## src/rtl/sawle_pkg.sv

```systemverilog
// shared types, codes and helper functions for the stop-and-wait link endpoint
`timescale 1ns / 1ps
`default_nettype none
package sawle_pkg;

  localparam int unsigned InitLengthDefault = 4;
  localparam int unsigned PosW = 3;
  localparam int unsigned QueueDepth = 2;

  localparam logic [9:0] AckFrame = 10'h100;
  localparam logic [9:0] AckWord  = 10'h2ff;

  localparam logic [1:0] OpSendByte  = 2'd0;
  localparam logic [1:0] OpRxWord    = 2'd1;
  localparam logic [1:0] OpInitSend  = 2'd2;
  localparam logic [1:0] OpInitAwait = 2'd3;

  localparam logic [3:0] EvNone       = 4'd0;
  localparam logic [3:0] EvByteAcked  = 4'd1;
  localparam logic [3:0] EvByteRx     = 4'd2;
  localparam logic [3:0] EvAckIgnored = 4'd3;
  localparam logic [3:0] EvBusy       = 4'd4;
  localparam logic [3:0] EvInitConf   = 4'd5;
  localparam logic [3:0] EvSyncDone   = 4'd6;
  localparam logic [3:0] EvDiscarded  = 4'd7;
  localparam logic [3:0] EvSyncByte   = 4'd8;

  typedef enum logic [4:0] {
    ModeIdle   = 5'b00001,
    ModeAwait  = 5'b00010,
    ModeISend  = 5'b00100,
    ModeIFinal = 5'b01000,
    ModeIWait  = 5'b10000
  } mode_e;

  // one queued result descriptor; dual marks the two-result init completion
  typedef struct packed {
    logic [9:0] link_word;
    logic       link_word_valid;
    logic [7:0] host_byte;
    logic       host_byte_valid;
    logic [3:0] event_res;
    logic       dual;
  } desc_t;

  function automatic logic [7:0] seq_byte(logic [PosW-1:0] i, logic [3:0] len);
    logic [8:0] sh;
    sh = 9'd2 << i;
    if (({1'b0, i} + 4'd1) >= len) begin
      return 8'd0;
    end
    return sh[7:0];
  endfunction

  function automatic logic [9:0] data_frame(logic [7:0] b);
    return {1'b1, ~b, 1'b0};
  endfunction

endpackage
`default_nettype wire

```

## src/rtl/sawle_front.sv

```systemverilog
// front part: takes requests, tracks link mode and builds result descriptors
`timescale 1ns / 1ps
`default_nettype none
module sawle_front import sawle_pkg::*; #(
  parameter int unsigned INIT_LENGTH = InitLengthDefault
) (
  input  wire logic        clk_i,
  input  wire logic        rst_ni,
  input  wire logic        accept_i,
  input  wire logic [1:0]  operation_i,
  input  wire logic [7:0]  tx_byte_i,
  input  wire logic [31:0] rx_word_i,
  output desc_t            desc_o
);

  localparam logic [3:0] InitLen = 4'(INIT_LENGTH);

  mode_e            mode_q, mode_d;
  logic [PosW-1:0]  pos_q, pos_d;
  logic [9:0]       frame;
  logic [7:0]       rx_b;
  logic [3:0]       pos_next;
  logic             idle;

  assign frame    = ~rx_word_i[31:22];
  assign rx_b     = frame[8:1];
  assign pos_next = {1'b0, pos_q} + 4'd1;
  assign idle     = !(mode_q == ModeAwait || mode_q == ModeISend ||
                      mode_q == ModeIFinal || mode_q == ModeIWait);

  always_comb begin
    mode_d = mode_q;
    pos_d  = pos_q;
    desc_o = '0;
    if (operation_i != OpRxWord) begin
      if (!idle) begin
        desc_o.event_res = EvBusy;
      end else if (operation_i == OpSendByte) begin
        mode_d = ModeAwait;
        desc_o.link_word = data_frame(tx_byte_i);
        desc_o.link_word_valid = 1'b1;
        desc_o.event_res = EvNone;
      end else if (operation_i == OpInitSend) begin
        mode_d = ModeISend;
        pos_d  = '0;
        desc_o.link_word = data_frame(seq_byte('0, InitLen));
        desc_o.link_word_valid = 1'b1;
      end else begin
        mode_d = ModeIWait;
        pos_d  = '0;
      end
    end else if (frame == AckFrame) begin
      case (mode_q)
        ModeAwait: begin
          mode_d = ModeIdle;
          desc_o.event_res = EvByteAcked;
        end
        ModeISend: begin
          desc_o.event_res = EvByteAcked;
          if (pos_next >= InitLen) begin
            mode_d = ModeIFinal;
            pos_d  = '0;
          end else begin
            pos_d = pos_next[PosW-1:0];
            desc_o.link_word = data_frame(seq_byte(pos_next[PosW-1:0], InitLen));
            desc_o.link_word_valid = 1'b1;
          end
        end
        ModeIFinal: begin
          mode_d = ModeIdle;
          desc_o.event_res = EvSyncDone;
        end
        default: begin
          desc_o.event_res = EvAckIgnored;
        end
      endcase
    end else begin
      case (mode_q)
        ModeAwait, ModeISend, ModeIFinal: begin
          desc_o.event_res = EvDiscarded;
        end
        ModeIWait: begin
          desc_o.link_word = AckWord;
          desc_o.link_word_valid = 1'b1;
          desc_o.event_res = EvSyncByte;
          if (rx_b == seq_byte(pos_q, InitLen)) begin
            if (pos_next >= InitLen) begin
              mode_d = ModeIdle;
              pos_d  = '0;
              desc_o.dual = 1'b1;
            end else begin
              pos_d = pos_next[PosW-1:0];
            end
          end else begin
            pos_d = '0;
          end
        end
        default: begin
          desc_o.link_word = AckWord;
          desc_o.link_word_valid = 1'b1;
          desc_o.host_byte = rx_b;
          desc_o.host_byte_valid = 1'b1;
          desc_o.event_res = EvByteRx;
        end
      endcase
    end
  end

  always_ff @(posedge clk_i or negedge rst_ni) begin
    if (!rst_ni) begin
      mode_q <= ModeIdle;
      pos_q  <= '0;
    end else if (accept_i) begin
      mode_q <= mode_d;
      pos_q  <= pos_d;
    end
  end

endmodule
`default_nettype wire

```

## src/rtl/sawle_queue.sv

```systemverilog
// short descriptor queue between the front and back parts
`timescale 1ns / 1ps
`default_nettype none
module sawle_queue import sawle_pkg::*; (
  input  wire logic  clk_i,
  input  wire logic  rst_ni,
  input  wire logic  push_i,
  input  wire desc_t push_data_i,
  output logic       ready_o,
  input  wire logic  pop_i,
  output logic       valid_o,
  output desc_t      head_o
);

  localparam int unsigned PtrW = $clog2(QueueDepth);

  desc_t            mem_q [QueueDepth];
  logic [PtrW-1:0]  wptr_q, rptr_q;
  logic [PtrW:0]    count_q;
  logic             do_push, do_pop;

  assign ready_o = count_q != PtrW'(0) + (PtrW+1)'(QueueDepth);
  assign valid_o = count_q != '0;
  assign head_o  = mem_q[rptr_q];
  assign do_push = push_i && ready_o;
  assign do_pop  = pop_i && valid_o;

  always_ff @(posedge clk_i) begin
    if (do_push) begin
      mem_q[wptr_q] <= push_data_i;
    end
  end

  always_ff @(posedge clk_i or negedge rst_ni) begin
    if (!rst_ni) begin
      wptr_q  <= '0;
      rptr_q  <= '0;
      count_q <= '0;
    end else begin
      if (do_push) begin
        wptr_q <= (wptr_q == PtrW'(QueueDepth - 1)) ? '0 : wptr_q + 1'b1;
      end
      if (do_pop) begin
        rptr_q <= (rptr_q == PtrW'(QueueDepth - 1)) ? '0 : rptr_q + 1'b1;
      end
      case ({do_push, do_pop})
        2'b10:   count_q <= count_q + 1'b1;
        2'b01:   count_q <= count_q - 1'b1;
        default: count_q <= count_q;
      endcase
    end
  end

endmodule
`default_nettype wire

```

## src/rtl/sawle_back.sv

```systemverilog
// back part: expands descriptors into result words behind an output register
`timescale 1ns / 1ps
`default_nettype none
module sawle_back import sawle_pkg::*; (
  input  wire logic        clk_i,
  input  wire logic        rst_ni,
  input  wire logic        q_valid_i,
  input  wire desc_t       q_head_i,
  output logic             q_pop_o,
  output logic             m_valid_o,
  input  wire logic        m_ready_i,
  output logic [23:0]      m_data_o,
  output logic             m_last_o
);

  logic        valid_q;
  logic        phase_q;
  logic [23:0] data_q;
  logic        last_q;
  logic        load;
  logic [3:0]  ev;

  assign load    = q_valid_i && (!valid_q || m_ready_i);
  // the dual descriptor stays at the head until its second word is loaded
  assign q_pop_o = load && (!q_head_i.dual || phase_q);
  assign ev      = (q_head_i.dual && phase_q) ? EvInitConf : q_head_i.event_res;

  always_ff @(posedge clk_i or negedge rst_ni) begin
    if (!rst_ni) begin
      valid_q <= 1'b0;
      phase_q <= 1'b0;
    end else begin
      if (load) begin
        valid_q <= 1'b1;
        phase_q <= q_head_i.dual && !phase_q;
      end else if (m_ready_i) begin
        valid_q <= 1'b0;
      end
    end
  end

  always_ff @(posedge clk_i) begin
    if (load) begin
      data_q <= {ev, q_head_i.host_byte_valid, q_head_i.host_byte,
                 q_head_i.link_word_valid, q_head_i.link_word};
      last_q <= !q_head_i.dual || phase_q;
    end
  end

  assign m_valid_o = valid_q;
  assign m_data_o  = data_q;
  assign m_last_o  = last_q;

endmodule
`default_nettype wire

```

## src/rtl/stop_and_wait_link_endpoint.sv

```systemverilog
// top level of the stop-and-wait link endpoint
// usage:
// requests enter on the s_axis channel: tuser carries the operation (send host
// byte, receiver word, send init sequence, await init sequence), tdata carries
// the byte to send in bits 7:0 and the raw receiver word in bits 39:8.
// results leave on the m_axis channel, one word per result; tlast marks the
// final result of a request. only the last matched init byte gives two results.
// one request is taken every cycle while the descriptor queue has room; the
// link mode update sits in the front stage, so each request sees the state
// left by the one before it.
// results pass through the queue, then the output register; throughput is
// one result per cycle while the receiver is ready, limited by the single
// output register; the two-result request holds the queue head until its
// second result is loaded. when the receiver stalls the output register
// holds, the two-entry queue fills and tready falls until a result is taken.
// reset clears the link mode to idle, the sequence position and the queue.
`timescale 1ns / 1ps
`default_nettype none
module stop_and_wait_link_endpoint import sawle_pkg::*; #(
  parameter int unsigned INIT_LENGTH = InitLengthDefault
) (
  input  wire logic        clk_i,
  input  wire logic        rst_ni,
  input  wire logic        s_axis_tvalid_i,
  output logic             s_axis_tready_o,
  input  wire logic [39:0] s_axis_tdata_i,  // tx_byte[7:0], rx_word[39:8]
  input  wire logic [1:0]  s_axis_tuser_i,  // operation[1:0]
  output logic             m_axis_tvalid_o,
  input  wire logic        m_axis_tready_i,
  // link_word[9:0], link_word_valid[10], host_byte[18:11], host_byte_valid[19],
  // event_res[23:20]
  output logic [23:0]      m_axis_tdata_o,
  output logic             m_axis_tlast_o
);

  desc_t front_desc;
  desc_t q_head;
  logic  q_ready, q_valid, q_pop, accept;

  assign s_axis_tready_o = q_ready;
  assign accept          = s_axis_tvalid_i && q_ready;

  sawle_front #(
    .INIT_LENGTH(INIT_LENGTH)
  ) u_front (
    .clk_i       (clk_i),
    .rst_ni      (rst_ni),
    .accept_i    (accept),
    .operation_i (s_axis_tuser_i),
    .tx_byte_i   (s_axis_tdata_i[7:0]),
    .rx_word_i   (s_axis_tdata_i[39:8]),
    .desc_o      (front_desc)
  );

  sawle_queue u_queue (
    .clk_i       (clk_i),
    .rst_ni      (rst_ni),
    .push_i      (accept),
    .push_data_i (front_desc),
    .ready_o     (q_ready),
    .pop_i       (q_pop),
    .valid_o     (q_valid),
    .head_o      (q_head)
  );

  sawle_back u_back (
    .clk_i     (clk_i),
    .rst_ni    (rst_ni),
    .q_valid_i (q_valid),
    .q_head_i  (q_head),
    .q_pop_o   (q_pop),
    .m_valid_o (m_axis_tvalid_o),
    .m_ready_i (m_axis_tready_i),
    .m_data_o  (m_axis_tdata_o),
    .m_last_o  (m_axis_tlast_o)
  );

  // a received byte is only ever reported with the byte-received event
  a_host_byte_event: assert property (@(posedge clk_i) disable iff (!rst_ni)
    (m_axis_tvalid_o && m_axis_tdata_o[19]) |-> (m_axis_tdata_o[23:20] == EvByteRx))
    else $error("host byte valid without byte-received event");

  // a non-final result is the sync byte ack and is followed by the init confirm
  a_first_of_pair: assert property (@(posedge clk_i) disable iff (!rst_ni)
    (m_axis_tvalid_o && !m_axis_tlast_o) |-> (m_axis_tdata_o[23:20] == EvSyncByte))
    else $error("non-final result is not a sync byte");

  a_second_of_pair: assert property (@(posedge clk_i) disable iff (!rst_ni)
    (m_axis_tvalid_o && m_axis_tready_i && !m_axis_tlast_o) |=>
      (m_axis_tvalid_o && m_axis_tlast_o && m_axis_tdata_o[23:20] == EvInitConf))
    else $error("init confirm did not follow sync byte ack");

  // nothing to transmit means an all-zero link word
  a_idle_word_zero: assert property (@(posedge clk_i) disable iff (!rst_ni)
    (m_axis_tvalid_o && !m_axis_tdata_o[10]) |-> (m_axis_tdata_o[9:0] == 10'd0))
    else $error("link word set without link word valid");

endmodule
`default_nettype wire

```

## config.mk

```make
export PLATFORM = sky130hd
export DESIGN_NAME = stop_and_wait_link_endpoint
export DESIGN_NICKNAME = d
export VERILOG_FILES = /design/src/rtl/sawle_pkg.sv /design/src/rtl/sawle_front.sv /design/src/rtl/sawle_queue.sv /design/src/rtl/sawle_back.sv /design/src/rtl/stop_and_wait_link_endpoint.sv
export SDC_FILE = /design/constraint.sdc
export NUM_CORES = 1
export LEC_CHECK = 0
export BUFFER_PORTS_ARGS = -buffer_cell sky130_fd_sc_hd__buf_2
export CAP_MARGIN = 10
export CORE_ASPECT_RATIO = 2
export CORE_MARGIN = 2
export CORE_UTILIZATION = 60
export CTS_CLUSTER_SIZE = 25
export DETAILED_ROUTE_END_ITERATION = 8
export HOLD_SLACK_MARGIN = 0.05
export PLACE_DENSITY = 0.81
export SYNTH_ARGS = -nofsm -noshare
export SYNTH_HDL_FRONTEND = slang
export SYNTH_HIERARCHICAL = 1
export SYNTH_SLANG_ARGS = --single-unit
```

## constraint.sdc

```tcl
create_clock -name clk_i -period 7.4 [get_ports clk_i]
set_clock_uncertainty 0.15 [all_clocks]
set_input_delay 0.74 -clock clk_i [delete_from_list [all_inputs] [get_ports clk_i]]
set_output_delay 0.74 -clock clk_i [all_outputs]
set_load 0.01 [all_outputs]
```

# After elaboration in Yosys (flattened, before gate mapping)
# Memory sizes are Yosys's and may differ from the RTL's.
# Cells that the tools add are included.
dict set report totals {
  ff_bits 39
  elab_cells 133
  ram_bits 50
  mem_count 1
  out_inout_bits 27
}
# name depth word_bits read_ports rd_ports_with_merged_regs wr line_no
set memory_table {}
lappend memory_table {u_queue.mem_q 2 25 1 0 1 sawle_queue.sv:17} ;# desc_t mem_q [QueueDepth];
dict set report classes {
  n_reduce_logical 28
  addsub 6
  eq_ne 16
  shift 2
  n_mux 65
  n_lt_le_gt_ge 2
  bitwise_logic 3
}
# op n
set op_table {}
lappend op_table {{$mux 11} 8}
lappend op_table {{$mux 8} 11}
lappend op_table {{$mux 5} 9}
lappend op_table {{$mux 3} 9}
lappend op_table {{$mux 9} 3}
lappend op_table {{$mux 1} 19}
lappend op_table {{$not 8->8} 2}
lappend op_table {{$shl 2x3->8 const A} 2}
lappend op_table {{$eq 10x9->1 const B} 1}
lappend op_table {{$not 10->10} 1}
lappend op_table {{$pmux 5 s2} 1}
lappend op_table {{$reduce_bool 3->1} 3}
lappend op_table {{$add 3x1->4 const B} 2}
lappend op_table {{$eq 8x8->1} 1}
lappend op_table {{$ge 4x3->1 const B} 2}
lappend op_table {{$mux 4} 2}
lappend op_table {{$pmux 4 s2} 1}
lappend op_table {{$logic_and 1x1->1} 7}
lappend op_table {{$reduce_and 7->1} 1}
lappend op_table {{$ne 2x2->1 const B} 3}
lappend op_table {{$pmux 3 s2} 1}
lappend op_table {{$reduce_bool 2->1} 3}
lappend op_table {{$eq 5x2->1 const B} 1}
lappend op_table {{$eq 5x3->1 const B} 1}
lappend op_table {{19 further kinds} 28}

# Depth between registers and ports, before layout
# Gate-level depths: netlist (run 1).
dict set report logic_depth {
  word_depth 18
  mapped_depth 10
  depth_no_buf 8
}

# Hierarchy
# Netlist (run 1), hierarchy kept.
# module seq_area_each_um2 instances cells_per_inst area_each_um2
set by_module_without_submodules {}
lappend by_module_without_submodules {sawle_queue 1601.5 1 95 2015.7}
lappend by_module_without_submodules {sawle_front 201.4 1 179 1313.8}
lappend by_module_without_submodules {sawle_back 800.8 1 40 893.4}
lappend by_module_without_submodules {stop_and_wait_link_endpoint 0.0 1 1 6.3}

# Least setup slack after synthesis (run 1)
# No wires, ideal clock.
dict set report synth_path {
  path_kind {in2reg}
  startpoint {input port s_axis_tvalid_i}
  endpoint {memory u_queue/mem_q[0][0] in the netlist's numbering (enable)}
  path_buffers 0
  stages 3
  arrival_ns 2.076
  setup_time_ns 0.407
  required_ns 6.843
  path_slack_ns 4.767
  cell_sequence {and2_1 nand2_1 nor2_1}
}
dict set report synth_via {
  elab_chain_cells 4
}
# item line_no
set synth_rtl {}
lappend synth_rtl {{start: declaration} stop_and_wait_link_endpoint.sv:24} ;# input wire logic s_axis_tvalid_i,
lappend synth_rtl {{$logic_and 1x1->1} stop_and_wait_link_endpoint.sv:41} ;# assign accept = s_axis_tvalid_i && q_ready;
lappend synth_rtl {{$logic_and 1x1->1} sawle_queue.sv:25} ;# assign do_push = push_i && ready_o;
lappend synth_rtl {{$mux 1} sawle_queue.sv:29} ;# if (do_push) begin
lappend synth_rtl {{$mux 1 (not written as such)} sawle_queue.sv:30} ;# mem_q[wptr_q] <= push_data_i;
lappend synth_rtl {{end: declaration} sawle_queue.sv:17}
# Every way passes these cells.

# Worst setup path after layout (run 1)
dict set report layout_path {
  startpoint {register u_front.pos_q[2]}
  endpoint {register u_front.mode_q[4]}
}
dict set report layout_via {
  elab_chain_cells 13
}
# item line_no
set layout_rtl {}
lappend layout_rtl {{start: declaration} sawle_front.sv:19} ;# logic [PosW-1:0] pos_q, pos_d;
lappend layout_rtl {{start signal: assignment} sawle_front.sv:115} ;# pos_q <= pos_d;
lappend layout_rtl {{$add 3x1->4} {sawle_pkg.sv:49, sawle_front.sv:27}}
lappend layout_rtl {{$ge 4x3->1} {sawle_pkg.sv:49, sawle_front.sv:60, sawle_front.sv:87}}
lappend layout_rtl {{$mux 1} sawle_pkg.sv:49} ;# if (({1'b0, i} + 4'd1) >= len) begin
lappend layout_rtl {{$mux 1} sawle_front.sv:78} ;# case (mode_q)
lappend layout_rtl {{$mux 1} sawle_front.sv:52} ;# end else if (frame == AckFrame) begin
lappend layout_rtl {{$mux 1} sawle_front.sv:35} ;# if (operation_i != OpRxWord) begin
lappend layout_rtl {{$mux 8} sawle_pkg.sv:52} ;# return sh[7:0];
lappend layout_rtl {{$mux 8} sawle_front.sv:78}
lappend layout_rtl {{$mux 8} sawle_front.sv:52}
lappend layout_rtl {{$mux 8} sawle_front.sv:35}
lappend layout_rtl {{$eq 8x8->1} sawle_front.sv:86} ;# if (rx_b == seq_byte(pos_q, InitLen)) begin
lappend layout_rtl {{$reduce_bool 3->1 (no line)} -}
lappend layout_rtl {{$reduce_and 7->1 (no line) (*)} -}
lappend layout_rtl {{end signal: assignment} sawle_front.sv:111} ;# mode_q <= ModeIdle;
lappend layout_rtl {{end signal: assignment} sawle_front.sv:114} ;# mode_q <= mode_d;
lappend layout_rtl {{end: declaration} sawle_front.sv:18} ;# mode_e mode_q, mode_d;
# Every way passes the cells marked *; elsewhere a longest branch is shown, timed or not. The select of a mux whose other input is x is not followed.
# A chain may end at the register's enable or synchronous reset.

==> flow_summary.ini, run 1 <==
[status]
outcome = finished, final reports clean

[floorplan]
die_h_um = 123
io_pins = 73
core-area_mm2 = 0.00689
initial_core_util_pct = 61.4
dieArea_mm2 = 0.00778
die_w_um = 63.4
row_count = 43

[sta]
rsz0062_at_grt = no
slew_headroom_pct = 22.0
report.final.slew_viol_count = 0
period_needed_ns = 2.94
setup_slack_ns = 4.46
finalCritPeriodShare_pct = 39.7
fmax_mhz = 340
setup_viol_count_final = 0
hold_viol = 0
timing.hold.ws_ns = 0.153
worstMarginPinSlew_ns = 1.17
tns_ns = 0

[setup_path]
cp_cell_sequence = inv_1, ha_1, nor4bb_1, o21ai_1, a211oi_1, nand4_1, and4_1, a211o_1
critical_path_class = reg -> reg
crit_path_end = u_front/mode_q[4]$_DFFE_PN0P_
crit_cells = 8
cp_top_family = simple AND/OR/NAND/NOR gates
start_kind = register
arrival_ns = 3.02
critPathBufInv = 1
r2r_setup_slack_ns = 4.46
cpPeakStageDelay_ns = 0.54
r2r_end = u_front/mode_q[4]$_DFFE_PN0P_
r2r_start = u_front/pos_q[2]$_DFFE_PN0P_
slowest_stage = dfrtp_1
reg2reg_depth = 8
crit_path_start = u_front/pos_q[2]$_DFFE_PN0P_
cp.required_ns = 7.48
worstPathMaxFanout = 9
worst_setup_path_end_kind = register

[grt]
grt_pass1_vias = 2723
grt_usage_pct = 22.5
grt_max_degree = 26
grt_antenna_before_repair = 0
grt_pass1_wl_mm = 12.9
gr-total-overflow = 0

[cts]
hold_buffers = 0
numCtsBuffers = 9
htree_levels = 3
clk_pin_slew_ns = 0.06
cts_setup_buffers = 0
cts_tree = yes
clock-sinks = 89
cts_resized = 0
cts.path.max_buffers = 2
clock_latency_ns = 0.34
clockRootBuffer = clkbuf_16

[logic_synthesis]
syn-instance-count = 315
yosys-top-cells-area = edfxtp_1 (53%), dfrtp_1 (7.7%), mux2_2 (6.4%)
synthDistinctLibCells = 58
seq_area_frac_synth_pct = 61.6
synth-edff-count = 75
synth_mux_area_share_pct = 7.10
synth_flop_cell = edfxtp_1
synth_compound_area_share_pct = 8.40
synth_common_cells = edfxtp_1 (75), nand2_1 (27), mux2_2 (24)
synth-async-reset-ratio_pct = 15.7
synth_top_cell_by_area = edfxtp_1
synth_nets = 373
synth_top_area_share_pct = 53.3
synth-simple-area-share_pct = 13.9
synth_adder_area_share_pct = 3.55
syn_area_per_cell_um2 = 13.4
synth_top_family_by_area = simple AND/OR/NAND/NOR gates
synth_area_mm2 = 0.00423
synth_xor_area_share_pct = 2.07
synth.most_common_cell = edfxtp_1
synth_seq_cells = 89
yosysWarningCount = 6

[hold_path]
hp-class = in -> async

[cells_and_area]
area_growth_syn_to_layout_pct = 13.6
drive_gt1_share_pct = 28.5
antenna_cells = 0
nNetsFinal = 422

[route]
ant_nets = 0
firstDrtPassIters = 5
drt_iter0_drc = 117
drc_errors = 0
drt_wl_total_mm = 7.97
vias = 2651
detail_route.wl_per_cell_um = 17.4
vias_per_cell = 5.78

[pwr]
power_mw = 1.82
power_density_mw_per_mm2 = 378
power_leakage_nw = 1.86
irDropWorstVdd_v = 0.000225

[placement]
port_buffers = 50
place_congestion = 0.897
pre_cts_ws_ns = 4.43
post-dp-hpwl_mm = 5.72

[flow_run]
maxCapViolations = 0
==> per-layer routing <==
layer,track usage [%],routed length (um),up-vias
met5,0,0,-
met4,12.8,248,0
met3,5.41,259,21
met2,41.3,4560,65
met1,22.9,2900,1303
li1,-,-,1262
==> placed cells by master (no fill, tap or decap), types with 9 or more instances in the layout <==
cell,netlist,routed
mux2_2,24,24
nand2_1,27,27
inv_1,13,13
ha_1,12,12
dfrtp_1,13,13
edfxtp_1,75,75
buf_2,6,50
nor2_1,18,17
clkbuf_16,0,9
nor2b_1,10,10
==> layout make-up <==
type,instances,area (um^2)
Timing Repair Buffer,52,265
Sequential cell,89,2600
Clock buffer,11,233
Multi-Input combinational cell,199,1490
Inverter,13,48.8
Clock inverter,5,55.1
Tap cell,90,113
Fill cell,518,2080
==> report_power, final <==
part	total [mW]	internal [mW]	leakage [nW]	switching (mW)
logic	0.536	0.225	0.835	0.311
registers	0.839	0.779	0.885	0.0604
clock network	0.440	0.261	0.138	0.179
==> how the worst min path moves through the flow <==
stage | slack, ns | endpoint | startpoint | cells after the start
floorplan | 0.29 | u_back/m_valid_o$_DFFE_PN0P_ | rst_ni | 0
global placement | 0.32 | u_queue/count_q[1]$_DFFE_PN0P_ | u_queue/count_q[1]$_DFFE_PN0P_ | 1
detailed placement | 0.33 | u_queue/count_q[1]$_DFFE_PN0P_ | u_queue/count_q[1]$_DFFE_PN0P_ | 1
CTS | 0.15 | u_queue/count_q[0]$_DFFE_PN0P_ | rst_ni | 1
global route | 0.16 | u_queue/count_q[0]$_DFFE_PN0P_ | rst_ni | 1
finish | 0.15 | u_queue/count_q[1]$_DFFE_PN0P_ | rst_ni | 1
==> cell families after synthesis <==
group	count (synthesis)
adder cells (fa/ha/maj)	12
buffers and inverters	27
flip-flops	89
AND/OR/NAND/NOR	104
XOR/XNOR	10
AO/OA/AOI/OAI	47
multiplexers	26
==> registers in the layout, indices dropped and copies added (netlist names) <==
name and count:
u_back/m_data_o 24, u_back/m_last_o 1, u_back/m_valid_o 1, u_back/phase_q 1
u_front/mode_q 5, u_front/pos_q 3, u_queue/count_q 2, u_queue/mem_q 50
u_queue/rptr_q 1, u_queue/wptr_q 1
==> stage by stage <==
stage	instances	util (%)	instance area [um^2]
after floorplan	315	-	4230
after global placement	443	65.6	4520
after detailed placement	443	65.6	4520
after CTS	459	69.7	4800
after global routing	459	69.7	4800
final	459	69.7	4800
No activity file was read; power rests on OpenSTA's default activity.
==> inputs of run 2 (changes only) <==
- CORE_UTILIZATION: 60 -> 56
- PLACE_DENSITY: 0.81 -> 0.76
- clock period: 7.4 -> 2.79 ns (I/O delays scaled with it)
==> flow_summary.ini, run 2 (synthesized netlist as in run 1, its figures left out) <==
[sta]
period_needed_ns = 2.62
slew_headroom_pct = 64.4
fmax_mhz = 382
tns_ns = 0
setup_slack_ns = 0.171
report.final.slew_viol_count = 0
worstMarginPinSlew_ns = 0.528
setup_viol_count_final = 0
finalCritPeriodShare_pct = 93.9
hold_viol = 0
rsz0062_at_grt = no

[setup_path]
critPathBufInv = 2
cpPeakStageDelay_ns = 0.38
start_kind = register
cp_cell_sequence = buf_4, inv_1, ha_1, nor4bb_1, o21ai_1, a211oi_2, nand4_1, and4_1, a211o_1
cp.required_ns = 2.86
arrival_ns = 2.69
worst_setup_path_end_kind = register
slowest_stage = dfrtp_1
cp_top_family = simple AND/OR/NAND/NOR gates
critical_path_class = reg -> reg
worstPathMaxFanout = 7

[pwr]
power_leakage_nw = 1.94
p_seq_share_pct = 44.8
comb_power_share_pct = 29.9
clkPwrFrac_pct = 25.3
internal_power_mw = 3.48
swShare_pct = 30.3
irDropWorstVdd_v = 0.000754
power_switching_mw = 1.51
power_density_mw_per_mm2 = 1010

[floorplan]
core-area_mm2 = 0.00727
row_count = 44
io_pins = 73
dieArea_mm2 = 0.00831
die_w_um = 65.5
die_h_um = 127
initial_core_util_pct = 58.2

[route]
wl_met1_mm = 3.00
routed-wl-met3_um = 339
drt_iter0_drc = 150
detail_route.wl_per_cell_um = 18.2
ant_nets = 0
drc_errors = 0
top_layer = met4
firstDrtPassIters = 4
dr_wl_met2_mm = 4.93
vias_per_cell = 5.81
drt_wl_total_mm = 8.66
vias = 2764

[cells_and_area]
finish.utilization_pct = 68.2
drive_gt1_share_pct = 31.8
fin_area_mm2 = 0.00496
nNetsFinal = 437
largest_register = u_queue/mem_q
largest_register_ffs = 50
area_growth_syn_to_layout_pct = 17.2
antenna_cells = 0
final_common_cell = edfxtp_1
most-common-layout-cells = edfxtp_1 (75), buf_2 (50), nand2_1 (27)

[cts]
clockRootBuffer = clkbuf_16
cts.path.max_buffers = 2
clk_pin_slew_ns = 0.06
numCtsBuffers = 9
cts_tree = yes
clock_latency_ns = 0.34
htree_levels = 3
clock-sinks = 89

[grt]
grt_pass1_vias = 2809
grt_antenna_before_repair = 0
grt_usage_pct = 22.6
grt_pass1_wl_mm = 13.7
gr-total-overflow = 0
grt_max_degree = 26

[placement]
port_buffers = 50
pre_cts_ws_ns = 0.146
place_congestion = 0.922
postPlaceCellArea_mm2 = 0.00462
post-dp-hpwl_mm = 5.97

[flow_run]
maxCapViolations = 0

[status]
outcome = finished, final reports clean

[hold_path]
hp-class = in -> reg
run 2: changes by cell type in the layout (fill, tap and decap cells not counted):
cell           previous run  this run
a211oi_1                  2         1
a211oi_2                  1         2
ha_1                     12        11
clkinv_2                  1         0
ha_2                      0         1
buf_4                     2        16
clkbuf_1                  2         1
dlygate4sd3_1             0         1
inv_6                     1         2
bufinv_16                 1         2
run 2: worst register-to-register path: stages, from the launching register on:
cell and delay (ns):
dfrtp_1 0.38, buf_4 0.16, inv_1 0.17, ha_1 0.24, nor4bb_1 0.29, o21ai_1 0.11, a211oi_2 0.25, nand4_1 0.25
and4_1 0.28, a211o_1 0.22
run 2: path summary, 6_finish.rpt:
path	start	endpoint	slack, ns	depth (start not counted)
worst max-delay path	u_front/pos_q[0]$_DFFE_PN0P_	u_front/mode_q[4]$_DFFE_PN0P_	0.17	9
worst min-delay path	m_axis_tready_i	u_back/m_valid_o$_DFFE_PN0P_	0.09	3
worst max register to register	u_front/pos_q[0]$_DFFE_PN0P_	u_front/mode_q[4]$_DFFE_PN0P_	0.17	9
worst min register to register	u_queue/count_q[1]$_DFFE_PN0P_	u_queue/count_q[1]$_DFFE_PN0P_	0.35	1
max in group asynchronous	rst_ni	u_front/mode_q[0]$_DFFE_PN1P_	1.96	2
min in group asynchronous	rst_ni	u_back/m_valid_o$_DFFE_PN0P_	0.22	2
run 2: final cells by class:
cell class                      instances  area [um^2]
Clock buffer                           10          229
Fill cell                             532         2310
Tap cell                               92          115
Sequential cell                        89         2600
Multi-Input combinational cell        199         1490
Clock inverter                          6         88.8
Timing Repair Buffer                   67          380
Inverter                               13         48.8
run 2: repair_timing:
item / 4_1_cts / 5_1_grt
endpoints found under the setup margin: 0 / 2
hold buffers: 1 / 0
buffers inserted: 0 / 1
gates resized for setup: 0 / 2
endpoints found under the hold margin: 14 / 0
run 2: stage by stage:
stage               power (mW)  instances  hold WS, ns
detailed placement        3.73        458       0.0534
finish                    5.00        476       0.0866
CTS                       5.05        475       0.0844
global route              5.27        476       0.0987
global placement          3.66        458       0.0548
floorplan                 3.30        315       -0.167
run 2: power groups by stage:
stage	sequential, mW	clock [mW]	combinational (mW)
floorplan	2.29	0	1.00
global placement	2.22	0	1.43
detailed placement	2.26	0	1.48
CTS	2.24	1.29	1.51
global route	2.28	1.35	1.64
finish	2.24	1.27	1.49
run 2: per-layer routing:
layer	vias up	track usage [%]
met5	-	0
met4	0	13.0
met3	25	4.17
met2	89	41.5
met1	1356	22.9
li1	1294	-
==> inputs of run 3 (changes only) <==
- CORE_UTILIZATION: 56 -> 55
- CTS_BUF_LIST: default -> sky130_fd_sc_hd__clkbuf_16
- PLACE_DENSITY: 0.76 -> 0.75
- SYNTH_HIERARCHICAL: 1 -> default
==> flow_summary.ini, run 3 <==
[cells_and_area]
most-common-layout-cells = edfxtp_1 (72), buf_2 (50), mux2_2 (22)
area_growth_syn_to_layout_pct = 19.0
nNetsFinal = 416
final_common_cell = edfxtp_1
largest_register_ffs = 48
finish.utilization_pct = 67.3
fin_area_mm2 = 0.00467
drive_gt1_share_pct = 32.2
largest_register = u_queue.mem_q
fillers = 509
antenna_cells = 0

[floorplan]
row_count = 43
dieArea_mm2 = 0.00787
die_w_um = 63.7
core-area_mm2 = 0.00694
initial_core_util_pct = 56.6
die_h_um = 123
io_pins = 73

[flow_run]
maxCapViolations = 0

[grt]
grt_pass1_vias = 2624
grt_max_degree = 29
grt_pass1_wl_mm = 13.1
grt_usage_pct = 22.7
grt_antenna_before_repair = 0
gr-total-overflow = 0

[setup_path]
slowest_stage = a2111oi_1
cp_top_family = compound AO/OA/AOI/OAI gates
reg2reg_depth = 8
cpPeakStageDelay_ns = 0.39
cp.required_ns = 2.85
cp_cell_sequence = ha_1, ha_4, nor4bb_2, o21ai_0, a2111oi_1, nand4_1, a2111oi_2, buf_4
start_kind = register
r2r_end = u_queue.mem_q[1][0]$_DFFE_PP_
critPathBufInv = 1
worstPathMaxFanout = 5
r2r_start = u_front.pos_q[0]$_DFFE_PN0P_
r2r_setup_slack_ns = 0.20
arrival_ns = 2.65
critical_path_class = reg -> reg
worst_setup_path_end_kind = register

[sta]
rsz0062_at_grt = no
setup_viol_count_final = 0
fmax_mhz = 386
finalCritPeriodShare_pct = 92.9
period_needed_ns = 2.59
report.final.slew_viol_count = 0
hold_viol = 0
worstMarginPinSlew_ns = 0.387
slew_headroom_pct = 74.0
tns_ns = 0

[logic_synthesis]
syn_area_per_cell_um2 = 13.2
synth-edff-count = 72
synth_flop_cell = edfxtp_1
synth.most_common_cell = edfxtp_1
synth_top_cell_by_area = edfxtp_1
synth_area_mm2 = 0.00393
synth_top_area_share_pct = 55.1
synth_nets = 352
synth_seq_cells = 86
seq_area_frac_synth_pct = 64.0
synth-async-reset-ratio_pct = 16.3
yosys-top-cells-area = edfxtp_1 (55%), dfrtp_1 (8.3%), mux2_2 (6.3%)
synthDistinctLibCells = 54
yosysWarningCount = 0
syn-instance-count = 297
synth_common_cells = edfxtp_1 (72), mux2_2 (22), nor2_1 (22)

[hold_path]
hold_depth = 2
whs_endpoint = u_front.mode_q[2]$_DFFE_PN0P_
hp-class = in -> reg
hp-start = s_axis_tuser_i[0]

[cts]
numCtsBuffers = 9
clk_pin_slew_ns = 0.07
clock_latency_ns = 0.34
clockRootBuffer = clkbuf_16
cts_tree = yes
clock-sinks = 86
cts.path.max_buffers = 2
htree_levels = 3

[pwr]
power_density_mw_per_mm2 = 996
power_leakage_nw = 1.85
power_mw = 4.65
irDropWorstVdd_v = 0.000643

[placement]
place_congestion = 0.911
postPlaceCellArea_mm2 = 0.00433
port_buffers = 50
post-dp-hpwl_mm = 5.91

[route]
detail_route.wl_per_cell_um = 17.5
firstDrtPassIters = 4
vias = 2524
drc_errors = 0
ant_nets = 0
drt_iter0_drc = 127
vias_per_cell = 5.54
drt_wl_total_mm = 7.98

[status]
outcome = finished, final reports clean
==> run 3: cell types whose count changed in the layout (fill, tap and decap cells not counted), sizes merged, moves of 4 or more <==
cell   before  now
a21oi       3   15
inv        15   19
mux2       26   22
nand2      28   21
nor2b      10    6
or2         4    0
xnor2       4    8
==> run 3: logic make-up (layout without fill, tap and decap cells) <==
group	after synthesis	count (layout)	share of synthesized area [%]
buf+inv	29	98	3.19
xor+xnor	12	12	2.68
fa+ha+maj	9	9	2.87
flops	86	86	64.0
simple gates	87	87	11.8
compound gates	51	51	8.89
mux	23	23	6.57
==> run 3: worst register-to-register path, stage by stage, from the launching register on <==
cell and delay (ns):
dfrtp_1 0.38, ha_1 0.24, ha_4 0.30, nor4bb_2 0.18, o21ai_0 0.13, a2111oi_1 0.39, nand4_1 0.23, a2111oi_2 0.27
buf_4 0.17
==> run 3: area by class of cell <==
type	instances	area [um^2]	area share, %
repair buffers	66	375	8.04
clock buffers	9	225	4.82
clock inverters	7	57.6	1.23
multi-input cells	182	1330	28.4
flip-flops and latches	86	2510	53.8
well taps	90	113	2.41
inverters	16	60.1	1.29
==> run 3: how the worst max path moves through the flow <==
| stage | start | cells after the start | endpoint |
|---|---|---|---|
| after floorplan | u_front.pos_q[2]$_DFFE_PN0P_ | 9 | u_queue.mem_q[0][0]$_DFFE_PP_ |
| after global routing | u_front.pos_q[0]$_DFFE_PN0P_ | 8 | u_queue.mem_q[0][0]$_DFFE_PP_ |
| after detailed placement | u_front.pos_q[0]$_DFFE_PN0P_ | 8 | u_queue.mem_q[1][0]$_DFFE_PP_ |
| after global placement | u_front.pos_q[0]$_DFFE_PN0P_ | 8 | u_queue.mem_q[1][0]$_DFFE_PP_ |
| final | u_front.pos_q[0]$_DFFE_PN0P_ | 8 | u_queue.mem_q[1][0]$_DFFE_PP_ |
| after CTS | u_front.pos_q[0]$_DFFE_PN0P_ | 8 | u_queue.mem_q[0][0]$_DFFE_PP_ |
==> run 3: timing repair <==
item                                    4_1_cts  5_1_grt
endpoints found under the hold margin        15        0
gates resized for setup                       0        8
endpoints found under the setup margin        0        6
hold buffers                                  2        0
buffers inserted                              0        0
==> run 3: through the flow <==
step                      hold slack (ns)  setup WS (ns)  std cells
after floorplan                    -0.167         0.0128        297
after global routing               0.0827         0.0201        456
after global placement             0.0526          0.102        438
after CTS                          0.0566         0.0169        456
final                              0.0678          0.199        456
after detailed placement           0.0575         0.0719        438
==> run 3: layer usage <==
| layer | wire length [um] | vias to the layer above | GRT usage [%] |
|---|---|---|---|
| li1 | - | 1228 | - |
| met2 | 4440 | 65 | 40.6 |
| met1 | 2880 | 1205 | 24.0 |
| met3 | 271 | 26 | 4.91 |
| met5 | 0 | - | 0 |
| met4 | 387 | 0 | 13.9 |
==> run 3: where the power goes <==
group / leakage [nW] / internal, mW / total (mW) / switching (mW)
Sequential: 0.862 / 2.00 / 2.15 / 0.155
Clock: 0.140 / 0.617 / 1.13 / 0.511
Combinational: 0.845 / 0.569 / 1.37 / 0.802
Total: 1.85 / 3.18 / 4.65 / 1.47
